## src/rrss_pkg.sv

```systemverilog
// ----------------------------------------------------------------------------
// rrss_pkg
// Shared types and constants for the round-robin server selector: command and
// status codes, transaction payload structs and the controller/datapath link.
// ----------------------------------------------------------------------------
package rrss_pkg;

    // default table depth and id width
    localparam int RRSS_MAX_SERVERS = 16;
    localparam int RRSS_ID_BITS     = 16;

    // width of the id fields on the ports
    localparam int RRSS_FIELD_ID_W  = 16;

    // command codes
    typedef enum logic [2:0] {
        OP_SELECT  = 3'd0,
        OP_ADD     = 3'd1,
        OP_DELETE  = 3'd2,
        OP_ENABLE  = 3'd3,
        OP_DISABLE = 3'd4
    } t_rrss_op;

    // result status codes
    typedef enum logic [1:0] {
        ST_OK        = 2'd0,
        ST_NONE      = 2'd1,
        ST_NOT_FOUND = 2'd2,
        ST_FULL      = 2'd3
    } t_rrss_status;

    // input transaction
    typedef struct packed {
        logic [2:0]                 command;
        logic [RRSS_FIELD_ID_W-1:0] server_id;
        logic                       initial_enabled;
    } t_rrss_item;

    // result transaction
    typedef struct packed {
        t_rrss_status               status;
        logic [RRSS_FIELD_ID_W-1:0] chosen_server;
    } t_rrss_result;

    // controller to datapath commands
    typedef struct packed {
        logic         capture;
        logic         init_sel;
        logic         init_find;
        logic         init_add;
        logic         init_del;
        logic         run;
        logic         shift_wr;
        logic         head_wr;
        logic         tog_wr;
        logic         upd_sel_ok;
        logic         upd_sel_fail;
        logic         upd_add;
        logic         upd_del;
        logic         finish;
        logic         pick;
        t_rrss_status status;
    } t_rrss_cmd;

    // datapath to controller status
    typedef struct packed {
        logic [2:0] op;
        logic       empty;
        logic       full;
        logic       eng_idle;
        logic       hit_en;
        logic       hit_id;
    } t_rrss_stat;

endpackage

```

## src/round_robin_server_selector_core.sv

```systemverilog
// ----------------------------------------------------------------------------
// round_robin_server_selector_core
// Round-robin server selector over an ordered table of server ids with
// per-entry enable flags: select, add, delete, enable and disable commands.
// ----------------------------------------------------------------------------
// A transaction is taken when start is high and busy is low; busy stays high
// until its result has been issued, one transaction at a time. The result
// shows on o_result for exactly one cycle with o_done high, and the receiver
// cannot stall it. The slot table is read one entry per cycle through its
// single registered read port: select scans from the next-pick position for
// an enabled entry, add moves the entries down and writes the new one at the
// head, enable/disable search for the id, delete searches for the id up to
// the match, then moves the entries below the removed one. Commands that end
// at once (empty or full table, unknown code) finish from dispatch. No
// clearing pass is needed after reset.
// ----------------------------------------------------------------------------
module round_robin_server_selector_core
    import rrss_pkg::*;
#(
    parameter int MAX_SERVERS = RRSS_MAX_SERVERS,
    parameter int ID_BITS     = RRSS_ID_BITS
) (
    input  logic         i_clk,
    input  logic         i_rst_n,
    input  logic         start,
    input  t_rrss_item   i_item,
    output logic         busy,
    output logic         o_done,
    output t_rrss_result o_result
);

    t_rrss_cmd  cmd;
    t_rrss_stat stat;

    // command sequencer
    rrss_ctrl u_ctrl (
        .i_clk   (i_clk),
        .i_rst_n (i_rst_n),
        .i_start (start),
        .i_stat  (stat),
        .o_cmd   (cmd),
        .o_busy  (busy)
    );

    // slot table and bookkeeping
    rrss_datapath #(
        .MAX_SERVERS (MAX_SERVERS),
        .ID_BITS     (ID_BITS)
    ) u_datapath (
        .i_clk    (i_clk),
        .i_rst_n  (i_rst_n),
        .i_item   (i_item),
        .i_cmd    (cmd),
        .o_stat   (stat),
        .o_done   (o_done),
        .o_result (o_result)
    );

endmodule

```

## src/rrss_datapath.sv

```systemverilog
// ----------------------------------------------------------------------------
// rrss_datapath
// Slot table memory, read/shift engine, next-pick bookkeeping and the result
// register. Driven step by step by the controller.
// ----------------------------------------------------------------------------
module rrss_datapath
    import rrss_pkg::*;
#(
    parameter int MAX_SERVERS = RRSS_MAX_SERVERS,
    parameter int ID_BITS     = RRSS_ID_BITS
) (
    input  logic         i_clk,
    input  logic         i_rst_n,
    input  t_rrss_item   i_item,
    input  t_rrss_cmd    i_cmd,
    output t_rrss_stat   o_stat,
    output logic         o_done,
    output t_rrss_result o_result
);

    localparam int ID_W  = (ID_BITS < RRSS_FIELD_ID_W) ? ID_BITS : RRSS_FIELD_ID_W;
    localparam int IDX_W = $clog2(MAX_SERVERS);
    localparam int CNT_W = $clog2(MAX_SERVERS + 1);
    localparam int ENT_W = ID_W + 1;

    // slot table: enabled flag on top of the id
    logic [ENT_W-1:0] r_mem [MAX_SERVERS];

    logic [2:0]       r_op;
    logic [ID_W-1:0]  r_id;
    logic             r_en;
    logic [CNT_W-1:0] r_count;
    logic [CNT_W-1:0] r_left;
    logic [IDX_W-1:0] r_pos;
    logic             r_present;
    logic [IDX_W-1:0] r_ptr;
    logic [IDX_W-1:0] r_start;
    logic [IDX_W-1:0] r_hit;
    logic             r_down;
    logic             r_rd_vld;
    logic [IDX_W-1:0] r_rd_idx;
    logic [ENT_W-1:0] r_rd_data;
    logic             r_done;
    t_rrss_result     r_result;

    logic [CNT_W-1:0] ptr_inc;
    logic [IDX_W-1:0] ptr_fwd;
    logic [IDX_W-1:0] ptr_next;
    logic [IDX_W-1:0] start_pos;
    logic [CNT_W-1:0] count_m1;
    logic [CNT_W-1:0] rd_idx_ext;
    logic [ID_W-1:0]  rd_id;
    logic             rd_en;
    logic             issue;
    logic             wr_en;
    logic [IDX_W-1:0] wr_addr;
    logic [ENT_W-1:0] wr_data;

    // pointer stepping: forward with wrap at the tail, or downward
    assign ptr_inc  = CNT_W'(r_ptr) + 1'b1;
    assign ptr_fwd  = (ptr_inc == r_count) ? '0 : ptr_inc[IDX_W-1:0];
    assign ptr_next = r_down ? (r_ptr - 1'b1) : ptr_fwd;

    // scan start for select, stale position counts as empty
    assign start_pos = (r_present && (CNT_W'(r_pos) < r_count)) ? r_pos : '0;

    assign count_m1   = r_count - 1'b1;
    assign rd_idx_ext = CNT_W'(r_rd_idx);
    assign rd_id      = r_rd_data[ID_W-1:0];
    assign rd_en      = r_rd_data[ID_W];
    assign issue      = i_cmd.run && (r_left != '0);

    // single write port: shift move, head insert or flag update
    always_comb begin
        wr_en   = 1'b0;
        wr_addr = '0;
        wr_data = r_rd_data;
        if (i_cmd.shift_wr && r_rd_vld) begin
            wr_en   = 1'b1;
            wr_addr = r_down ? (r_rd_idx + 1'b1) : (r_rd_idx - 1'b1);
        end else if (i_cmd.head_wr) begin
            wr_en   = 1'b1;
            wr_data = {r_en, r_id};
        end else if (i_cmd.tog_wr) begin
            wr_en   = 1'b1;
            wr_addr = r_rd_idx;
            wr_data = {(r_op == OP_ENABLE), rd_id};
        end
    end

    // status to controller
    assign o_stat.op       = r_op;
    assign o_stat.empty    = (r_count == '0);
    assign o_stat.full     = (r_count == CNT_W'(MAX_SERVERS));
    assign o_stat.eng_idle = (r_left == '0) && !r_rd_vld;
    assign o_stat.hit_en   = r_rd_vld && rd_en;
    assign o_stat.hit_id   = r_rd_vld && (rd_id == r_id);

    // control state: table fill, next-pick position, engine counters
    always_ff @(posedge i_clk) begin
        if (!i_rst_n) begin
            r_count   <= '0;
            r_left    <= '0;
            r_pos     <= '0;
            r_present <= 1'b0;
            r_rd_vld  <= 1'b0;
            r_done    <= 1'b0;
        end else begin
            r_done   <= i_cmd.finish;
            r_rd_vld <= issue;

            if (i_cmd.init_sel || i_cmd.init_find || i_cmd.init_add) begin
                r_left <= r_count;
            end else if (i_cmd.init_del) begin
                r_left <= count_m1 - rd_idx_ext;
            end else if (issue) begin
                r_left <= r_left - 1'b1;
            end

            if (i_cmd.upd_sel_ok) begin
                if ((rd_idx_ext + 1'b1) < r_count) begin
                    r_pos     <= r_rd_idx + 1'b1;
                    r_present <= 1'b1;
                end else begin
                    r_pos     <= '0;
                    r_present <= 1'b0;
                end
            end else if (i_cmd.upd_sel_fail) begin
                r_pos     <= r_start;
                r_present <= 1'b1;
            end else if (i_cmd.upd_add) begin
                r_count <= r_count + 1'b1;
                if (r_present) begin
                    r_pos <= r_pos + 1'b1;
                end
            end else if (i_cmd.upd_del) begin
                r_count <= count_m1;
                if (r_present) begin
                    if (r_pos == r_hit) begin
                        if (CNT_W'(r_hit) >= count_m1) begin
                            r_present <= 1'b0;
                            r_pos     <= '0;
                        end
                    end else if (r_pos > r_hit) begin
                        r_pos <= r_pos - 1'b1;
                    end
                end
            end
        end
    end

    // payload: captured transaction, engine pointer, memory, result
    always_ff @(posedge i_clk) begin
        if (i_cmd.capture) begin
            r_op <= i_item.command;
            r_id <= i_item.server_id[ID_W-1:0];
            r_en <= i_item.initial_enabled;
        end

        if (i_cmd.init_sel) begin
            r_ptr   <= start_pos;
            r_start <= start_pos;
            r_down  <= 1'b0;
        end else if (i_cmd.init_find) begin
            r_ptr  <= '0;
            r_down <= 1'b0;
        end else if (i_cmd.init_add) begin
            r_ptr  <= count_m1[IDX_W-1:0];
            r_down <= 1'b1;
        end else if (i_cmd.init_del) begin
            r_ptr  <= r_rd_idx + 1'b1;
            r_hit  <= r_rd_idx;
            r_down <= 1'b0;
        end else if (issue) begin
            r_ptr <= ptr_next;
        end

        if (issue) begin
            r_rd_data <= r_mem[r_ptr];
            r_rd_idx  <= r_ptr;
        end

        if (wr_en) begin
            r_mem[wr_addr] <= wr_data;
        end

        if (i_cmd.finish) begin
            r_result.status        <= i_cmd.status;
            r_result.chosen_server <= i_cmd.pick ? RRSS_FIELD_ID_W'(rd_id) : '0;
        end
    end

    assign o_done   = r_done;
    assign o_result = r_result;

endmodule

```

## src/rrss_ctrl.sv

```systemverilog
// ----------------------------------------------------------------------------
// rrss_ctrl
// Command sequencer: decodes each transaction and steps the datapath through
// its scan and shift passes, then issues the result.
// ----------------------------------------------------------------------------
module rrss_ctrl
    import rrss_pkg::*;
(
    input  logic       i_clk,
    input  logic       i_rst_n,
    input  logic       i_start,
    input  t_rrss_stat i_stat,
    output t_rrss_cmd  o_cmd,
    output logic       o_busy
);

    typedef enum logic [2:0] {
        S_IDLE,
        S_DISPATCH,
        S_SEL_SCAN,
        S_FIND,
        S_ADD_SHIFT,
        S_DEL_SHIFT
    } t_ctl_state;

    t_ctl_state r_state;
    t_ctl_state n_state;

    // next state and datapath commands
    always_comb begin
        n_state = r_state;
        o_cmd   = '0;
        case (r_state)
            S_IDLE: begin
                if (i_start) begin
                    o_cmd.capture = 1'b1;
                    n_state       = S_DISPATCH;
                end
            end
            S_DISPATCH: begin
                case (i_stat.op) inside
                    OP_SELECT: begin
                        if (i_stat.empty) begin
                            o_cmd.finish = 1'b1;
                            o_cmd.status = ST_NONE;
                            n_state      = S_IDLE;
                        end else begin
                            o_cmd.init_sel = 1'b1;
                            n_state        = S_SEL_SCAN;
                        end
                    end
                    OP_ADD: begin
                        if (i_stat.full) begin
                            o_cmd.finish = 1'b1;
                            o_cmd.status = ST_FULL;
                            n_state      = S_IDLE;
                        end else begin
                            o_cmd.init_add = 1'b1;
                            n_state        = S_ADD_SHIFT;
                        end
                    end
                    OP_DELETE, OP_ENABLE, OP_DISABLE: begin
                        if (i_stat.empty) begin
                            o_cmd.finish = 1'b1;
                            o_cmd.status = ST_NOT_FOUND;
                            n_state      = S_IDLE;
                        end else begin
                            o_cmd.init_find = 1'b1;
                            n_state         = S_FIND;
                        end
                    end
                    default: begin
                        // unknown command: no change, plain ok
                        o_cmd.finish = 1'b1;
                        o_cmd.status = ST_OK;
                        n_state      = S_IDLE;
                    end
                endcase
            end
            S_SEL_SCAN: begin
                if (i_stat.hit_en) begin
                    o_cmd.upd_sel_ok = 1'b1;
                    o_cmd.finish     = 1'b1;
                    o_cmd.pick       = 1'b1;
                    o_cmd.status     = ST_OK;
                    n_state          = S_IDLE;
                end else if (i_stat.eng_idle) begin
                    // full lap with nothing enabled
                    o_cmd.upd_sel_fail = 1'b1;
                    o_cmd.finish       = 1'b1;
                    o_cmd.status       = ST_NONE;
                    n_state            = S_IDLE;
                end else begin
                    o_cmd.run = 1'b1;
                end
            end
            S_FIND: begin
                if (i_stat.hit_id) begin
                    if (i_stat.op == OP_DELETE) begin
                        o_cmd.init_del = 1'b1;
                        n_state        = S_DEL_SHIFT;
                    end else begin
                        o_cmd.tog_wr = 1'b1;
                        o_cmd.finish = 1'b1;
                        o_cmd.status = ST_OK;
                        n_state      = S_IDLE;
                    end
                end else if (i_stat.eng_idle) begin
                    o_cmd.finish = 1'b1;
                    o_cmd.status = ST_NOT_FOUND;
                    n_state      = S_IDLE;
                end else begin
                    o_cmd.run = 1'b1;
                end
            end
            S_ADD_SHIFT: begin
                if (i_stat.eng_idle) begin
                    // table moved down, new entry goes to the head
                    o_cmd.head_wr = 1'b1;
                    o_cmd.upd_add = 1'b1;
                    o_cmd.finish  = 1'b1;
                    o_cmd.status  = ST_OK;
                    n_state       = S_IDLE;
                end else begin
                    o_cmd.run      = 1'b1;
                    o_cmd.shift_wr = 1'b1;
                end
            end
            S_DEL_SHIFT: begin
                if (i_stat.eng_idle) begin
                    o_cmd.upd_del = 1'b1;
                    o_cmd.finish  = 1'b1;
                    o_cmd.status  = ST_OK;
                    n_state       = S_IDLE;
                end else begin
                    o_cmd.run      = 1'b1;
                    o_cmd.shift_wr = 1'b1;
                end
            end
            default: begin
                n_state = S_IDLE;
            end
        endcase
    end

    // state register
    always_ff @(posedge i_clk) begin
        if (!i_rst_n) begin
            r_state <= S_IDLE;
        end else begin
            r_state <= n_state;
        end
    end

    assign o_busy = (r_state != S_IDLE);

endmodule
```

## config.mk

```make
export PLATFORM = sky130hd
export DESIGN_NAME = round_robin_server_selector_core
export DESIGN_NICKNAME = d
export VERILOG_FILES = /design/src/rrss_pkg.sv /design/src/round_robin_server_selector_core.sv /design/src/rrss_datapath.sv /design/src/rrss_ctrl.sv
export SDC_FILE = /design/constraint.sdc
export NUM_CORES = 1
export LEC_CHECK = 0
export BUFFER_PORTS_ARGS = -buffer_cell sky130_fd_sc_hd__buf_2
export CORE_MARGIN = 5
export CORE_UTILIZATION = 47
export DETAILED_ROUTE_END_ITERATION = 16
export GPL_ROUTABILITY_DRIVEN = 0
export PLACE_DENSITY = 0.63
export SKIP_CTS_REPAIR_TIMING = 1
export SYNTH_ARGS = -nofsm -noshare
export SYNTH_HDL_FRONTEND = slang
export SYNTH_SLANG_ARGS = --single-unit
export TNS_END_PERCENT = 30
```

## constraint.sdc

```tcl
create_clock -name i_clk -period 5.3 [get_ports i_clk]
set_input_delay 0 -clock i_clk [delete_from_list [all_inputs] [get_ports i_clk]]
set_output_delay 0 -clock i_clk [all_outputs]
set_load 0.05 [all_outputs]
```

==> results.txt <==
Status - finished with violations
Failing checks - negative hold slack
Io pins - 43
Num CTS Buffers - 39
Number of synthesized register bits - 364
Post-Syn Instances - 965
Crit path DAT - 3.82 ns
Synthesized area - 15700 um^2
Tmin final - 3.67 ns
Critical path class - flip-flop to flip-flop
Total Wirelength - 37400 um
Async S/R FF share, synth - 0%
First-pass GRT wire length - 55700 um
Area delta synth->final - 14.3%
Initial Util - 47.2%
Top cells by area, synth - edfxtp_1, mux4_2, dfxtp_1
Grt total ovfl - 0
Fin. Hold Viols - 1
Worst Clk Skew - 0.0127 ns
Slowest stage delay, CP - 0.82 ns
Vias in the first global route - 8618
Overall Power - 5.93 mW
Crit end category - flip-flop
RSZ-0062 raised after global routing - no
Post-synth top cells - edfxtp_1, mux4_2, nand2_1, nor2_1
Core Area - 33300 um^2
Routed vias/inst - 5.85
Syn avg cell area - 16.3 um^2
Die ar. - 37200 um^2
Static Leak - 6.01 nW
Layout cells sized above 1 - 22.0%
Endpoints failing setup - 0
Die height - 193 um
Slew Limit Fails - 0
WHS - -0.00526 ns
DR pass1 iterations - 5
Initial antenna violation count - 0
GRT Total Usage - 20.3%
Max-cap viol count - 0
Power Dens Cells - 330 nW/um^2
CP cell instances - xor2_1 -> nor4_1 -> and3_1 -> nand4_1 -> o211ai_1 -> nand2b_1 -> nor2_2
Post-layout nets - 1101
CTS tree - done
Hold Crit Start - start
RR Startpoint - u_datapath.r_id[9]$_DFFE_PP_
Tightest Pin Transition - 1.07 ns
CP Max Fanout - 17
Syn nets - 1017
Crit Reg-Reg Endpoint - u_datapath.r_mem[2][11]$_DFFE_PP_
Main synth FF type - edfxtp_1
Most frequent cell after synthesis - edfxtp_1
Antenna Nets Post-Route - 0
Yosys cell types - 69
Setup TNS - 0 ns
Crit-path slowest cell - nor2_2
Die Span X - 193 um
R2R depth - 7
Remaining DRCs - 0
Wire per inst - 24.5 um
Max Root-Sink Buffers - 3
IO buf count - 42
Pin count of the biggest net entering global routing - 40
Vias - 8926
Worst vdd ir - 0.340 mV
Clk_lat worst skew - 0.53 ns
Max H-tree Level - 2
Crit path launch type - flip-flop
Post-synth EDFFs - 343
Tcrit/Tclk final - 69.3%
Post-DP HPWL - 23200 um
Iter 0 DRT Violations - 882
Worst Hold Depth - 5
Reg-to-reg setup timing slack - 1.63 ns
Worst-path clk slew - 0.06 ns
Synth top area share - 65.6%
Achievable frequency - 272 MHz
CTS Sinks - 364
Slew headroom - 28.8%
Cell Rows - 67
Sequential area share after synthesis - 68.2%
Worst Path Required - 5.44 ns
Clk root buf - clkbuf_16
Largest area contributor in the netlist - edfxtp_1
Min-Delay Endpoint - u_ctrl.r_state[1]$_SDFFE_PN0P_
HP Class - input port to flip-flop
Warnings, synthesis - 0
==> routing by layer <==
| layer | share of wire [%] | vias to the layer above | track usage, % |
|---|---|---|---|
| met1 | 43 | 4532 | 29.7 |
| met2 | 48 | 390 | 32.7 |
| met5 | 0 | - | 0 |
| met4 | 1.8 | 0 | 3.95 |
| li1 | - | 3948 | - |
| met3 | 7.1 | 56 | 3.51 |
==> cells in the final DEF (no fill, tap or decap), types with 24 or more instances in the layout <==
cell	netlist	routed
ha_1	28	28
mux4_2	85	85
inv_1	32	32
nor2_1	51	36
clkbuf_16	0	39
buf_2	7	42
a21oi_1	24	24
edfxtp_1	343	343
nand2_1	84	84
buf_4	0	26
o21ai_0	33	33
==> report_power, final <==
group	switching (mW)	internal, mW
Sequential	0.0321	3.14
Combinational	0.152	0.100
Clock	1.10	1.41
Total	1.28	4.65
==> stage by stage <==
stage / instance area [um^2] / setup slack, ns / hold WS [ns] / utilization, % / instances
2_1_floorplan: 15700 / 1.61 / 0.0989 / - / 965
3_3_place_gp: 16600 / 1.70 / 0.179 / 49.8 / 1434
3_5_place_dp: 16600 / 1.63 / 0.179 / 49.8 / 1434
4_1_cts: 17700 / 1.60 / -0.369 / 53.3 / 1504
5_1_grt: 17900 / 1.31 / 0.0260 / 53.9 / 1526
6_report: 18000 / 1.63 / -0.00526 / 53.9 / 1527
==> area by class of cell <==
cell class,count,area (um^2)
Fill cell,2661,15300
Sequential cell,364,10700
Multi-Input combinational cell,521,4740
Clock buffer,45,998
Timing Repair Buffer,91,646
Tap cell,448,561
Clock inverter,25,164
Inverter,32,120
Antenna cell,1,2.50
==> state kept, by name, indices dropped and copies added, names as in the netlist <==
register and count:
u_datapath.r_present 1, u_datapath.r_hit 4, u_datapath.r_mem 272, u_datapath.o_result 18
u_datapath.r_op 3, u_ctrl.r_state 3, u_datapath.r_en 1, u_datapath.r_ptr 4
u_datapath.r_pos 4, u_datapath.r_rd_data 17, u_datapath.r_left 5, u_datapath.r_id 16
u_datapath.r_rd_vld 1, u_datapath.r_start 4, u_datapath.r_down 1, u_datapath.r_count 5
u_datapath.r_rd_idx 4, u_datapath.o_done 1
==> worst max-delay path, delay by kind of cell (launching register included) <==
| family | cells | cell delay (ns) |
|---|---|---|
| compound gates | 1 | 0.43 |
| xor+xnor | 1 | 0.18 |
| flops | 1 | 0.40 |
| simple gates | 5 | 2.27 |
==> worst max-delay path by stage <==
stage | startpoint | slack [ns] | end | depth (start not counted)
after floorplan | u_datapath.r_left[0]$_SDFFE_PN0P_ | 1.61 | u_datapath.r_mem[12][0]$_DFFE_PP_ | 7
after global placement | u_datapath.r_id[9]$_DFFE_PP_ | 1.70 | u_datapath.r_mem[2][7]$_DFFE_PP_ | 7
after detailed placement | u_datapath.r_id[9]$_DFFE_PP_ | 1.63 | u_datapath.r_mem[0][2]$_DFFE_PP_ | 7
after CTS | u_datapath.r_id[9]$_DFFE_PP_ | 1.60 | u_datapath.r_mem[2][6]$_DFFE_PP_ | 7
after global routing | u_datapath.r_rd_data[9]$_DFFE_PP_ | 1.31 | u_datapath.r_mem[2][3]$_DFFE_PP_ | 7
final | u_datapath.r_id[9]$_DFFE_PP_ | 1.63 | u_datapath.r_mem[2][11]$_DFFE_PP_ | 7
==> cells by family after synthesis <==
group                    count (synthesis)  synth area share (%)
AO/OA/AOI/OAI                          131                  5.60
AND/OR/NAND/NOR                        236                  7.28
buffers and inverters                   80                  2.06
XOR/XNOR                                36                  2.01
adder cells (fa/ha/maj)                 30                  2.42
flip-flops                             364                  68.2
multiplexers                            88                  12.4
Note: power is estimated with default switching activity, not from simulation.
